**config.mk**
```make
export PLATFORM = sky130hd
export DESIGN_NAME = lsls_queue
export DESIGN_NICKNAME = d
export VERILOG_FILES = /design/src/sv/lsls_pkg.sv /design/src/sv/lsls_queue.sv
export SDC_FILE = /design/constraint.sdc
export NUM_CORES = 1
export LEC_CHECK = 0
export BUFFER_PORTS_ARGS = -buffer_cell sky130_fd_sc_hd__buf_2
export CAP_MARGIN = 10
export CORE_AREA = 2 2 253 255
export DETAILED_ROUTE_END_ITERATION = 12
export DIE_AREA = 0 0 255 257
export MAX_ROUTING_LAYER = met4
export PLACE_DENSITY_LB_ADDON = 0.05
export SETUP_SLACK_MARGIN = 0.3
export SYNTH_ARGS = -nofsm -noshare
export SYNTH_HDL_FRONTEND = slang
export SYNTH_SLANG_ARGS = --single-unit
export TNS_END_PERCENT = 5
```
**constraint.sdc**
```tcl
create_clock -name clk -period 28.7 [get_ports clk]
set_input_delay 5.74 -clock clk [delete_from_list [all_inputs] [get_ports clk]]
set_output_delay 5.74 -clock clk [all_outputs]
set_load 0.02 [all_outputs]
```
**src/sv/lsls_pkg.sv**
```systemverilog
// Shared widths, codes, transaction record and saturation helper of the light link solver.
package lsls_pkg;

  localparam int FRAC_BITS = 16;
  localparam int VW        = 19;
  localparam int DW        = 32;
  localparam int TOLW      = 16;
  localparam int PRW       = VW + DW;
  localparam int TXW       = (((50 - FRAC_BITS) > 33) ? (50 - FRAC_BITS) : 33) + 1;
  localparam int NUMW      = TXW + 2;
  localparam int DVW       = NUMW + FRAC_BITS;
  localparam int DENW      = ((FRAC_BITS > 18) ? FRAC_BITS : 18) + 2;
  localparam int TW        = DVW + 1;
  localparam int LOW       = TW / 2;
  localparam int HIW       = TW - LOW;
  localparam int PW        = VW + TW;
  localparam int CW        = TXW + 3;
  localparam int ONE       = 1 << FRAC_BITS;
  localparam int HALF      = 1 << (FRAC_BITS - 1);

  typedef enum logic [2:0] {
    CLS_ORIGIN, CLS_PAST, CLS_LIGHT, CLS_FUTURE, CLS_SPACE
  } cls_t;

  typedef enum logic [1:0] {
    LINK_NONE, LINK_ORIGIN, LINK_VALID
  } link_t;

  typedef enum logic [1:0] {
    REG_TRANSMIT_TIME, REG_SENDER_VELOCITY, REG_SENDER_INTERCEPT, REG_NULL_TOLERANCE
  } reg_index_t;

  typedef struct packed {
    logic signed [DW-1:0]   transmit_time;
    logic signed [VW-1:0]   sender_velocity;
    logic signed [DW-1:0]   sender_intercept;
    logic        [TOLW-1:0] null_tolerance;
  } cfg_t;

  typedef struct packed {
    logic                   mode;
    logic                   is_tx;
    cls_t                   cls;
    logic                   dir_x;
    logic signed [DW-1:0]   et;
    logic signed [DW-1:0]   ex;
    logic signed [VW-1:0]   ov;
    logic signed [DW-1:0]   oi;
    logic signed [DW-1:0]   tt;
    logic        [TOLW-1:0] tol;
    logic signed [TXW-1:0]  tx;
    logic signed [NUMW-1:0] num0;
    logic signed [NUMW-1:0] num1;
    logic signed [DENW-1:0] den0;
    logic signed [DENW-1:0] den1;
    logic                   skip0;
    logic                   skip1;
  } item_t;

  typedef struct packed {
    logic                 flag;
    logic signed [DW-1:0] value;
  } sat_t;

  localparam logic signed [63:0] MAX32 = 64'sd2147483647;
  localparam logic signed [63:0] MIN32 = -64'sd2147483648;

  function automatic sat_t sat32(input logic signed [63:0] x);
    sat_t r;
    if (x > MAX32) begin
      r.flag  = 1'b1;
      r.value = MAX32[DW-1:0];
    end else if (x < MIN32) begin
      r.flag  = 1'b1;
      r.value = MIN32[DW-1:0];
    end else begin
      r.flag  = 1'b0;
      r.value = x[DW-1:0];
    end
    return r;
  endfunction

endpackage

```
**src/sv/lsls_queue.sv**
```systemverilog
// Two-entry queue between the front end and the back end.
module lsls_queue import lsls_pkg::*; (
  input  logic  clk,
  input  logic  rst,
  input  logic  push,
  input  item_t push_item,
  input  logic  pop,
  output logic  head_valid,
  output item_t head_item,
  output logic  full
);

  item_t      mem [2];
  logic       wptr, rptr;
  logic [1:0] count;

  always_ff @(posedge clk) begin
    if (rst) begin
      wptr  <= 1'b0;
      rptr  <= 1'b0;
      count <= 2'd0;
    end else begin
      if (push) wptr <= ~wptr;
      if (pop) rptr <= ~rptr;
      count <= count + 2'(push) - 2'(pop);
    end
  end

  always_ff @(posedge clk) begin
    if (push) mem[wptr] <= push_item;
  end

  assign head_valid = count != 2'd0;
  assign head_item  = mem[rptr];
  assign full       = count == 2'd2;

endmodule

```
==> PnR_summary.wiki <==
{| class="wikitable"
! Metric !! Value
|-
| Final setup violation count || 0
|-
| Minimum hold slack || 0.5170 ns
|-
| Total of flip-flops plus latches after synthesis || 645
|-
| Number of cells upsized or downsized after cts || 0
|-
| Mapped Area || 0.02485 mm²
|-
| Placer Congestion || 0.8390
|-
| Min Tclk post-route || 9.557 ns
|-
| Number of rows in the core area || 92
|-
| WS Path Type || register to output pin
|-
| Switch share || 0.2402
|-
| Endpoint type of the worst setup path || output pin
|-
| Clock Root Buffer || clkbuf_16
|-
| Initial cell density of the core || 0.3961
|-
| Die outline area || 0.06554 mm²
|-
| Core footprint || 0.06274 mm²
|-
| Total number of vias || 12120
|-
| CTS tree || yes
|-
| Worst Tran Pin Value || 1.327 ns
|-
| Count of filler cells inserted in the layout || 5380
|-
| Number of antenna violations at the first check in global routing || 32
|-
| Routed vias/inst || 4.595
|-
| Total power divided by cell area || 73.59 mW/mm²
|-
| Clock share of power || 0.368
|-
| Leakage power || 12.07 nW
|-
| Largest voltage drop on the vdd net || 0.05573 mV
|-
| Net count, final || 2033
|-
| Crit share post-route || 0.3330
|-
| Crit path launch type || register
|-
| Final antenna-violating net count || 0
|-
| Combinational share of power || 0.136
|-
| Setup TNS || 0 ns
|-
| Met2 WL || 32460 µm
|-
| RSZ-0062 raised after global routing || no
|-
| Number of warnings reported in the yosys synthesis log || 0
|-
| Worst path arrival time || 3.82 ns
|-
| Uppermost metal layer occupied by signal nets || met4
|-
| Post-synthesis instance total || 1017
|-
| Maximum number of pins on one net before global-route repair || 179
|-
| Global router's overall resource usage || 0.1912
|-
| Number of global-route vias before repair || 12790
|-
| Wire length on met1 || 22160 µm
|-
| Unique masters post-synth || 15
|-
| Most frequent cells in the layout || 645 x buf_2, 640 x edfxtp_1, 300 x mux2_4
|-
| Avg Cell Area, Syn || 24.43 µm²
|-
| Number of DRC violations after detailed-routing iteration 0 || 737
|-
| Pint || 1.719 mW
|-
| DPL Wire Length || 44530 µm
|-
| Worst relative slew slack || 0.1155
|-
| Most common cell after layout, fill and taps aside || buf_2
|-
| Cts hold-fix bufs || 0
|-
| Max Fanout on Critical Path || 56
|-
| Type of the tightest min-delay check || register to register
|-
| Synth-to-layout area growth || 23.74%
|-
| Amount of wire on met3 after detailed routing || 6115 µm
|-
| Remaining design rule violation count || 0
|-
| Setup fix buffers added after clock tree synthesis || 0
|-
| Required time reported for the critical path endpoint || 22.96 ns
|-
| Routed wire per std cell || 23.81 µm
|-
| Switch Pwr || 543.5 µW
|-
| Final count of pins violating max slew || 0
|-
| Detailed Routing Iterations Pass 1 || 4
|-
| Sequential share of the synthesized area || 0.7774
|-
| Number of levels the H-tree was split into || 3
|-
| Global-route congestion overflow total || 0
|-
| Highest attainable clock frequency || 104.6 MHz
|-
| Max-cap violation count || 0
|-
| Chip Height || 257 µm
|-
| Clock slew at reported path FFs || 0.05 ns
|-
| Nets in the synthesized netlist || 1343
|-
| First-pass GRT wire length || 86330 µm
|-
| Top-level I/O count || 646
|-
| Result of the run || finished, final reports clean
|-
| Worst clock skew on the final layout || 0.02187 ns
|-
| Number of CTS-inserted buffers || 69
|-
| Clock sinks || 645
|-
| Share of cells above drive strength 1 || 0.6065
|-
| Horizontal extent of the die || 255 µm
|-
| Routed Wire Length || 62790 µm
|-
| Clk_lat worst skew || 0.60 ns
|-
| Buffer levels on the longest clock path || 3
|-
| Relative contribution of sequential cells to total power || 0.496
|-
| Buffers added on ports || 645
|-
| Endpoints failing hold || 0
|}
cell families after synthesis:
kind of cell,share of synthesized area
and+or+nand+nor,0.001863
muxes,0.1903
DFF,0.7774
adders and majority gates,0.001007
buffers and inverters,0.02774
xor gates and xnor gates,0.001611
flip-flops by register name, indices dropped and copies added, names as in the netlist, named ones only:
signal,count
mem,640
rptr,1
count,2
wptr,1
routing by layer:
metal / vias up / global-route usage
li1: 5510 / -
met1: 6079 / 0.1953
met2: 430 / 0.3211
met3: 97 / 0.07890
met4: 0 / 0.08252
met5: - / -
per-stage QoR:
step                      cells  utilization  power (mW)  setup slack (ns)  cell area, µm²
after floorplan            1017            -       1.375             8.164           24850
after global placement     2482       0.4554       1.453             19.70           28570
after detailed placement   2482       0.4554       1.455             19.67           28570
after CTS                  2607       0.4889       2.300             19.02           30670
after global routing       2636       0.4901       2.351             18.89           30740
final                      2637       0.4901       2.263             19.14           30750
path summary, 6_finish.rpt:
check	startpoint	endpoint	slack (ns)	cells past startpoint
worst max-delay path	register	head_item[313]	19.14	4
worst min-delay path	rptr	register	0.52	2
worst max register to register	wptr	mem[0][125]	25.73	3
worst min register to register	rptr	register	0.52	2
synth_stat cells:
| library cell | n | share of area |
|---|---|---|
| edfxtp_1 | 640 | 0.77 |
| nor2b_1 | 3 | 0.00076 |
| or2_2 | 1 | 0.00025 |
| mux2_4 | 300 | 0.18 |
| xnor2_1 | 2 | 0.00071 |
| mux2_2 | 20 | 0.0091 |
| dfxtp_1 | 5 | 0.0040 |
| inv_1 | 2 | 0.00030 |
| buf_2 | 2 | 0.00040 |
| buf_12 | 33 | 0.027 |
| and2_1 | 1 | 0.00025 |
| xnor3_1 | 1 | 0.00091 |
| buf_6 | 1 | 0.00045 |
| nor2_1 | 4 | 0.00060 |
| ha_1 | 2 | 0.0010 |
power groups by stage:
stage | sequential [mW] | clock [mW] | combinational, mW
global placement | 1.14 | 0 | 0.313
finish | 1.12 | 0.833 | 0.309
detailed placement | 1.14 | 0 | 0.314
CTS | 1.12 | 0.863 | 0.315
global route | 1.13 | 0.898 | 0.328
floorplan | 1.16 | 0 | 0.219
worst max-delay path, stage by stage (launching register included):
cell,delay [ns]
dfxtp_4,0.87
buf_4,0.89
buf_4,0.84
mux2_4,0.35
buf_2,0.16
area by class of cell:
type | count | area, µm² | area share
antenna | 30 | 75.07 | 0.002442
clock buffer | 92 | 1866 | 0.06067
clock inverter | 33 | 239.0 | 0.007772
inverter | 2 | 7.507 | 0.0002442
multi-input combinational | 334 | 4851 | 0.1578
sequential | 645 | 19320 | 0.6284
tap | 846 | 1059 | 0.03443
timing repair buffer | 655 | 3328 | 0.1082
Power figures use the tool's default switching activity.
