[src/sv/lsls_pkg.sv]
// Shared widths, codes, transaction record and saturation helper of the light link solver.
package lsls_pkg;

  localparam int FRAC_BITS = 16;
  localparam int VW        = 19;
  localparam int DW        = 32;
  localparam int TOLW      = 16;
  localparam int PRW       = VW + DW;
  localparam int TXW       = (((50 - FRAC_BITS) > 33) ? (50 - FRAC_BITS) : 33) + 1;
  localparam int NUMW      = TXW + 2;
  localparam int DVW       = NUMW + FRAC_BITS;
  localparam int DENW      = ((FRAC_BITS > 18) ? FRAC_BITS : 18) + 2;
  localparam int TW        = DVW + 1;
  localparam int LOW       = TW / 2;
  localparam int HIW       = TW - LOW;
  localparam int PW        = VW + TW;
  localparam int CW        = TXW + 3;
  localparam int ONE       = 1 << FRAC_BITS;
  localparam int HALF      = 1 << (FRAC_BITS - 1);

  typedef enum logic [2:0] {
    CLS_ORIGIN, CLS_PAST, CLS_LIGHT, CLS_FUTURE, CLS_SPACE
  } cls_t;

  typedef enum logic [1:0] {
    LINK_NONE, LINK_ORIGIN, LINK_VALID
  } link_t;

  typedef enum logic [1:0] {
    REG_TRANSMIT_TIME, REG_SENDER_VELOCITY, REG_SENDER_INTERCEPT, REG_NULL_TOLERANCE
  } reg_index_t;

  typedef struct packed {
    logic signed [DW-1:0]   transmit_time;
    logic signed [VW-1:0]   sender_velocity;
    logic signed [DW-1:0]   sender_intercept;
    logic        [TOLW-1:0] null_tolerance;
  } cfg_t;

  typedef struct packed {
    logic                   mode;
    logic                   is_tx;
    cls_t                   cls;
    logic                   dir_x;
    logic signed [DW-1:0]   et;
    logic signed [DW-1:0]   ex;
    logic signed [VW-1:0]   ov;
    logic signed [DW-1:0]   oi;
    logic signed [DW-1:0]   tt;
    logic        [TOLW-1:0] tol;
    logic signed [TXW-1:0]  tx;
    logic signed [NUMW-1:0] num0;
    logic signed [NUMW-1:0] num1;
    logic signed [DENW-1:0] den0;
    logic signed [DENW-1:0] den1;
    logic                   skip0;
    logic                   skip1;
  } item_t;

  typedef struct packed {
    logic                 flag;
    logic signed [DW-1:0] value;
  } sat_t;

  localparam logic signed [63:0] MAX32 = 64'sd2147483647;
  localparam logic signed [63:0] MIN32 = -64'sd2147483648;

  function automatic sat_t sat32(input logic signed [63:0] x);
    sat_t r;
    if (x > MAX32) begin
      r.flag  = 1'b1;
      r.value = MAX32[DW-1:0];
    end else if (x < MIN32) begin
      r.flag  = 1'b1;
      r.value = MIN32[DW-1:0];
    end else begin
      r.flag  = 1'b0;
      r.value = x[DW-1:0];
    end
    return r;
  endfunction

endpackage

[src/sv/lsls_front.sv]
// Front end: accepts transactions, computes the emission point and classifies the event.
module lsls_front import lsls_pkg::*; (
  input  logic                 clk,
  input  logic                 rst,
  input  logic                 accept,
  input  logic                 mode,
  input  logic signed [DW-1:0] event_time,
  input  logic signed [DW-1:0] event_x,
  input  logic signed [VW-1:0] obs_velocity,
  input  logic signed [DW-1:0] obs_intercept,
  input  logic                 is_transmitter,
  input  cfg_t                 cfg,
  output logic                 push,
  output item_t                push_item
);

  logic                  v1, v2;
  logic                  mode1, istx1, mode2, istx2;
  logic signed [DW-1:0]  et1, ex1, oi1, et2, ex2, oi2;
  logic signed [VW-1:0]  ov1, ov2;
  cfg_t                  cfg1, cfg2;
  logic signed [PRW-1:0] prod, prod1;
  logic signed [PRW:0]   rnd;
  logic signed [PRW:0]   shifted;
  logic signed [TXW-1:0] tx_next, tx2;

  assign prod = PRW'(cfg.sender_velocity) * PRW'(cfg.transmit_time);

  always_ff @(posedge clk) begin
    if (rst) begin
      v1 <= 1'b0;
      v2 <= 1'b0;
    end else begin
      v1 <= accept;
      v2 <= v1;
    end
  end

  always_ff @(posedge clk) begin
    mode1 <= mode;
    istx1 <= is_transmitter;
    et1   <= event_time;
    ex1   <= event_x;
    ov1   <= obs_velocity;
    oi1   <= obs_intercept;
    cfg1  <= cfg;
    prod1 <= prod;
  end

  // Product rounded to nearest with ties toward positive infinity.
  assign rnd     = (PRW+1)'(prod1) + (PRW+1)'(HALF);
  assign shifted = rnd >>> FRAC_BITS;
  assign tx_next = TXW'(shifted) + TXW'(cfg1.sender_intercept);

  always_ff @(posedge clk) begin
    mode2 <= mode1;
    istx2 <= istx1;
    et2   <= et1;
    ex2   <= ex1;
    ov2   <= ov1;
    oi2   <= oi1;
    cfg2  <= cfg1;
    tx2   <= tx_next;
  end

  logic signed [CW-1:0]   dt, dx, adt, adx, diff, adiff, tolc;
  logic signed [DENW-1:0] den0, den1, aden0, aden1, told;
  cls_t                   cls;

  assign tolc  = CW'($signed({1'b0, cfg2.null_tolerance}));
  assign told  = DENW'($signed({1'b0, cfg2.null_tolerance}));
  assign dt    = CW'(et2) - CW'(cfg2.transmit_time);
  assign dx    = CW'(ex2) - CW'(tx2);
  assign adt   = dt[CW-1] ? -dt : dt;
  assign adx   = dx[CW-1] ? -dx : dx;
  assign diff  = dt - adx;
  assign adiff = diff[CW-1] ? -diff : diff;

  always_comb begin
    priority if (adt <= tolc && adx <= tolc) cls = CLS_ORIGIN;
    else if (dt < -tolc)                     cls = CLS_PAST;
    else if (adiff <= tolc && dt > 0)        cls = CLS_LIGHT;
    else if (dt > adx)                       cls = CLS_FUTURE;
    else                                     cls = CLS_SPACE;
  end

  assign den0  = DENW'(ONE) - DENW'(ov2);
  assign den1  = -DENW'(ONE) - DENW'(ov2);
  assign aden0 = den0[DENW-1] ? -den0 : den0;
  assign aden1 = den1[DENW-1] ? -den1 : den1;

  always_comb begin
    push_item.mode  = mode2;
    push_item.is_tx = istx2;
    push_item.cls   = cls;
    push_item.dir_x = dx[CW-1];
    push_item.et    = et2;
    push_item.ex    = ex2;
    push_item.ov    = ov2;
    push_item.oi    = oi2;
    push_item.tt    = cfg2.transmit_time;
    push_item.tol   = cfg2.null_tolerance;
    push_item.tx    = tx2;
    push_item.num0  = NUMW'(oi2) - NUMW'(tx2) + NUMW'(cfg2.transmit_time);
    push_item.num1  = NUMW'(oi2) - NUMW'(tx2) - NUMW'(cfg2.transmit_time);
    push_item.den0  = den0;
    push_item.den1  = den1;
    push_item.skip0 = aden0 <= told;
    push_item.skip1 = aden1 <= told;
  end

  assign push = v2;

endmodule

[config.mk]
export PLATFORM = sky130hd
export DESIGN_NAME = lsls_front
export DESIGN_NICKNAME = d
export VERILOG_FILES = /design/src/sv/lsls_pkg.sv /design/src/sv/lsls_front.sv
export SDC_FILE = /design/constraint.sdc
export NUM_CORES = 2
export LEC_CHECK = 0
export BUFFER_PORTS_ARGS = -buffer_cell sky130_fd_sc_hd__buf_2
export CAP_MARGIN = 40
export CORE_ASPECT_RATIO = 2
export CORE_MARGIN = 2
export CORE_UTILIZATION = 61
export CTS_CLUSTER_SIZE = 28
export DETAILED_ROUTE_END_ITERATION = 8
export PLACE_DENSITY_LB_ADDON = 0.25
export SLEW_MARGIN = 20
export SYNTH_ARGS = -nofsm -noshare
export SYNTH_HDL_FRONTEND = slang
export SYNTH_SLANG_ARGS = --single-unit
[constraint.sdc]
create_clock -name clk -period 38.5 [get_ports clk]
set_input_delay 7.7 -clock clk [delete_from_list [all_inputs] [get_ports clk]]
set_output_delay 7.7 -clock clk [all_outputs]
set_load 0.01 [all_outputs]
==> metrics.txt <==
HP Class=flop to flop; first drt pass iteration count=6; Cell Rows=146; first-pass GRT wire length=roughly 250 mm; Clk Latency, worst-skew pair=0.60 ns; final net count=between 7,000 and 8,000; H-tree levels=2; RSZ-0062 raised after global routing=no; largest net degree at the start of global routing=33; CP Capture Type=primary output; hold path depth=0; outcome=finished, final reports clean; Total GRT Usage=between 40% and 50%; Reg-to-Reg Start=prod1[16]; Post-Syn Area per Cell=8.84 um2; CTS Hold Bufs=0; Die X=204 um; synth cell count leaders=inv_1, nand2_1, fa_1, ha_1, dfxtp_1; Critical Path AT=approximately 13 ns; Starting Density=61.6%; Post-synth ARST share=0%; CTS tree=done; CP startpoint=tx2[3]; setup TNS=0 ns; io pins=540; GR Overflow Total=0; most frequent cell after synthesis=inv_1; Root Driver=clkbuf_16; HP Start=et1[3]; number of global-route vias before repair=around 44,000; final WL=about 170 mm; crit-path max cell delay=approximately 0.56 ns; final hold vios=0; Tmin final=a little over 20 ns; final clock skew=approximately 0.025 ns; port bufs=~540; synth-to-layout area growth=9.96%; YS warnings=0; peak fanout along the critical path=30; fmax=between 40 and 50 MHz; Yosys reg bits=435; sequential share of the synthesized area=between 10% and 20%; Mapped Cells=5,520; Post-synth EDFFs=0; Worst path most repeated cell=o21ai_0; share of cells above drive strength 1=between 10 and 15%; Slew headroom=between 30% and 40%; Slowest-stage cell, CP=a221oi_1; die height=slightly above 400 um; Post-Syn Area=about 0.049 mm2; Worst Hold End=et2[3]; Setup Fix Bufs, Post-CTS=0; Worst-Margin Slew=0.980 ns; post-CTS sizing=0; Primary FF master, synth=dfxtp_1; GP Congestion=1.10; Setup-failing EPs final=0; Synth area leader=fa_1; core box area=between 0.07 and 0.08 mm2; # Max-Cap Violations=0; top cells by area, synth=fa_1, dfxtp_1, ha_1, inv_1, xnor2_1; die area=roughly 0.08 mm2; R2R Path End=tx2[33]; via/cell ratio=about 6.1; cell area after layout=about 0.054 mm2; type of origin of the critical path=flop; R2R Setup Slk=about 33 ns; CP Data Required Time=approximately 30 ns; post-DR wirelength/cell=around 24 um; placed inst area=0.0523 mm2; DRT iter0 DRCs=between 3,000 and 4,000; initial antenna violation count=13; Post-DP HPWL=between 100 and 150 mm; critical path type=flop to primary output; fin crit share=around 54%; Final Max Slew Viols=0; clock slew at reported path FFs=0.07 ns; count of cell types in the netlist=107; R2R depth=24; DRC violations left=0; Sink Count=435; clock buffer depth=3; DR vias=approximately 42,000; top-area cell type share of the netlist area=roughly 24%; Num CTS Buffers=41; post-route ant nets=0
## flip-flops by register name, indices dropped and copies added, names as in the netlist
name,flops
prod1,36
tx2,35
oi1,32
push_item,48
ex1,32
et2,32
mode1,1
ex2,32
ov2,19
mode2,1
istx2,1
ov1,19
istx1,1
cfg1,80
push,1
et1,32
v1,1
oi2,32
## stage by stage
step | worst slack (ns) | std cells | util, % | hold WS (ns)
2_1_floorplan | 20.16 | 5521 | - | 0.310
3_3_place_gp | 18.80 | 6922 | 65.9 | 0.310
3_5_place_dp | 18.69 | 6929 | 65.9 | 0.312
4_1_cts | 17.93 | 7005 | 67.6 | 0.310
5_1_grt | 16.97 | 7012 | 67.7 | 0.323
6_report | 17.72 | 7017 | 67.7 | 0.310
## per-layer routing
layer | global-route usage, % | up-vias | share of wire, %
li1 | - | 18979 | -
met5 | 0 | - | 0.022
met2 | 70.9 | 2092 | 49
met3 | 7.84 | 735 | 8.5
met4 | 29.7 | 6 | 9.0
met1 | 42.2 | 20664 | 33
## area by class of cell
class / count / area (um2)
Timing Repair Buffer: 588 / 3070
Sequential cell: 435 / 8710
Tap cell: 1036 / 1300
Fill cell: 6585 / 25600
Inverter: 733 / 2750
Antenna cell: 9 / 22.5
Multi-Input combinational cell: 4140 / 36500
Clock buffer: 54 / 1170
Clock inverter: 22 / 196
## worst max-delay path, delay by kind of cell, from the launching register on
kind | cells | cell delay, ns
AO/OA/AOI/OAI | 32 | 7.76
adder cells (fa/ha/maj) | 3 | 1.00
buffers and inverters | 6 | 0.94
flip-flops | 1 | 0.33
AND/OR/NAND/NOR | 13 | 2.42
## worst max-delay path by stage
stage                endpoint  cells after the start
2_1_floorplan  push_item[316]                     57
3_3_place_gp   push_item[316]                     54
3_5_place_dp   push_item[316]                     54
4_1_cts        push_item[316]                     54
5_1_grt        push_item[316]                     54
6_report       push_item[316]                     54
## cell families after synthesis
family | Yosys count | share of synthesized area (%)
buffers and inverters | 946 | 7.47
AO/OA/AOI/OAI | 871 | 12.0
flip-flops | 435 | 17.8
adder cells (fa/ha/maj) | 1091 | 37.1
XOR/XNOR | 406 | 7.47
multiplexers | 8 | 0.167
AND/OR/NAND/NOR | 1762 | 18.0
other | 1 | 0.00768
## cells in the final DEF, fill, tap and decap left out, drive strengths merged, types with 92 or more instances in the layout
master / Yosys / final
inv: 728 / 732
dfxtp: 435 / 435
o21ai: 161 / 161
xor2: 122 / 122
ha: 490 / 490
nand3: 92 / 92
nor2: 290 / 290
buf: 42 / 586
fa: 596 / 596
and2: 209 / 209
xnor2: 279 / 279
nor3: 132 / 132
a21o: 96 / 96
a21oi: 232 / 232
nand2: 597 / 597
Power is left out: the tool's default activity adds up to more than one toggle a clock period on the data nets, which glitch-free logic cannot reach.
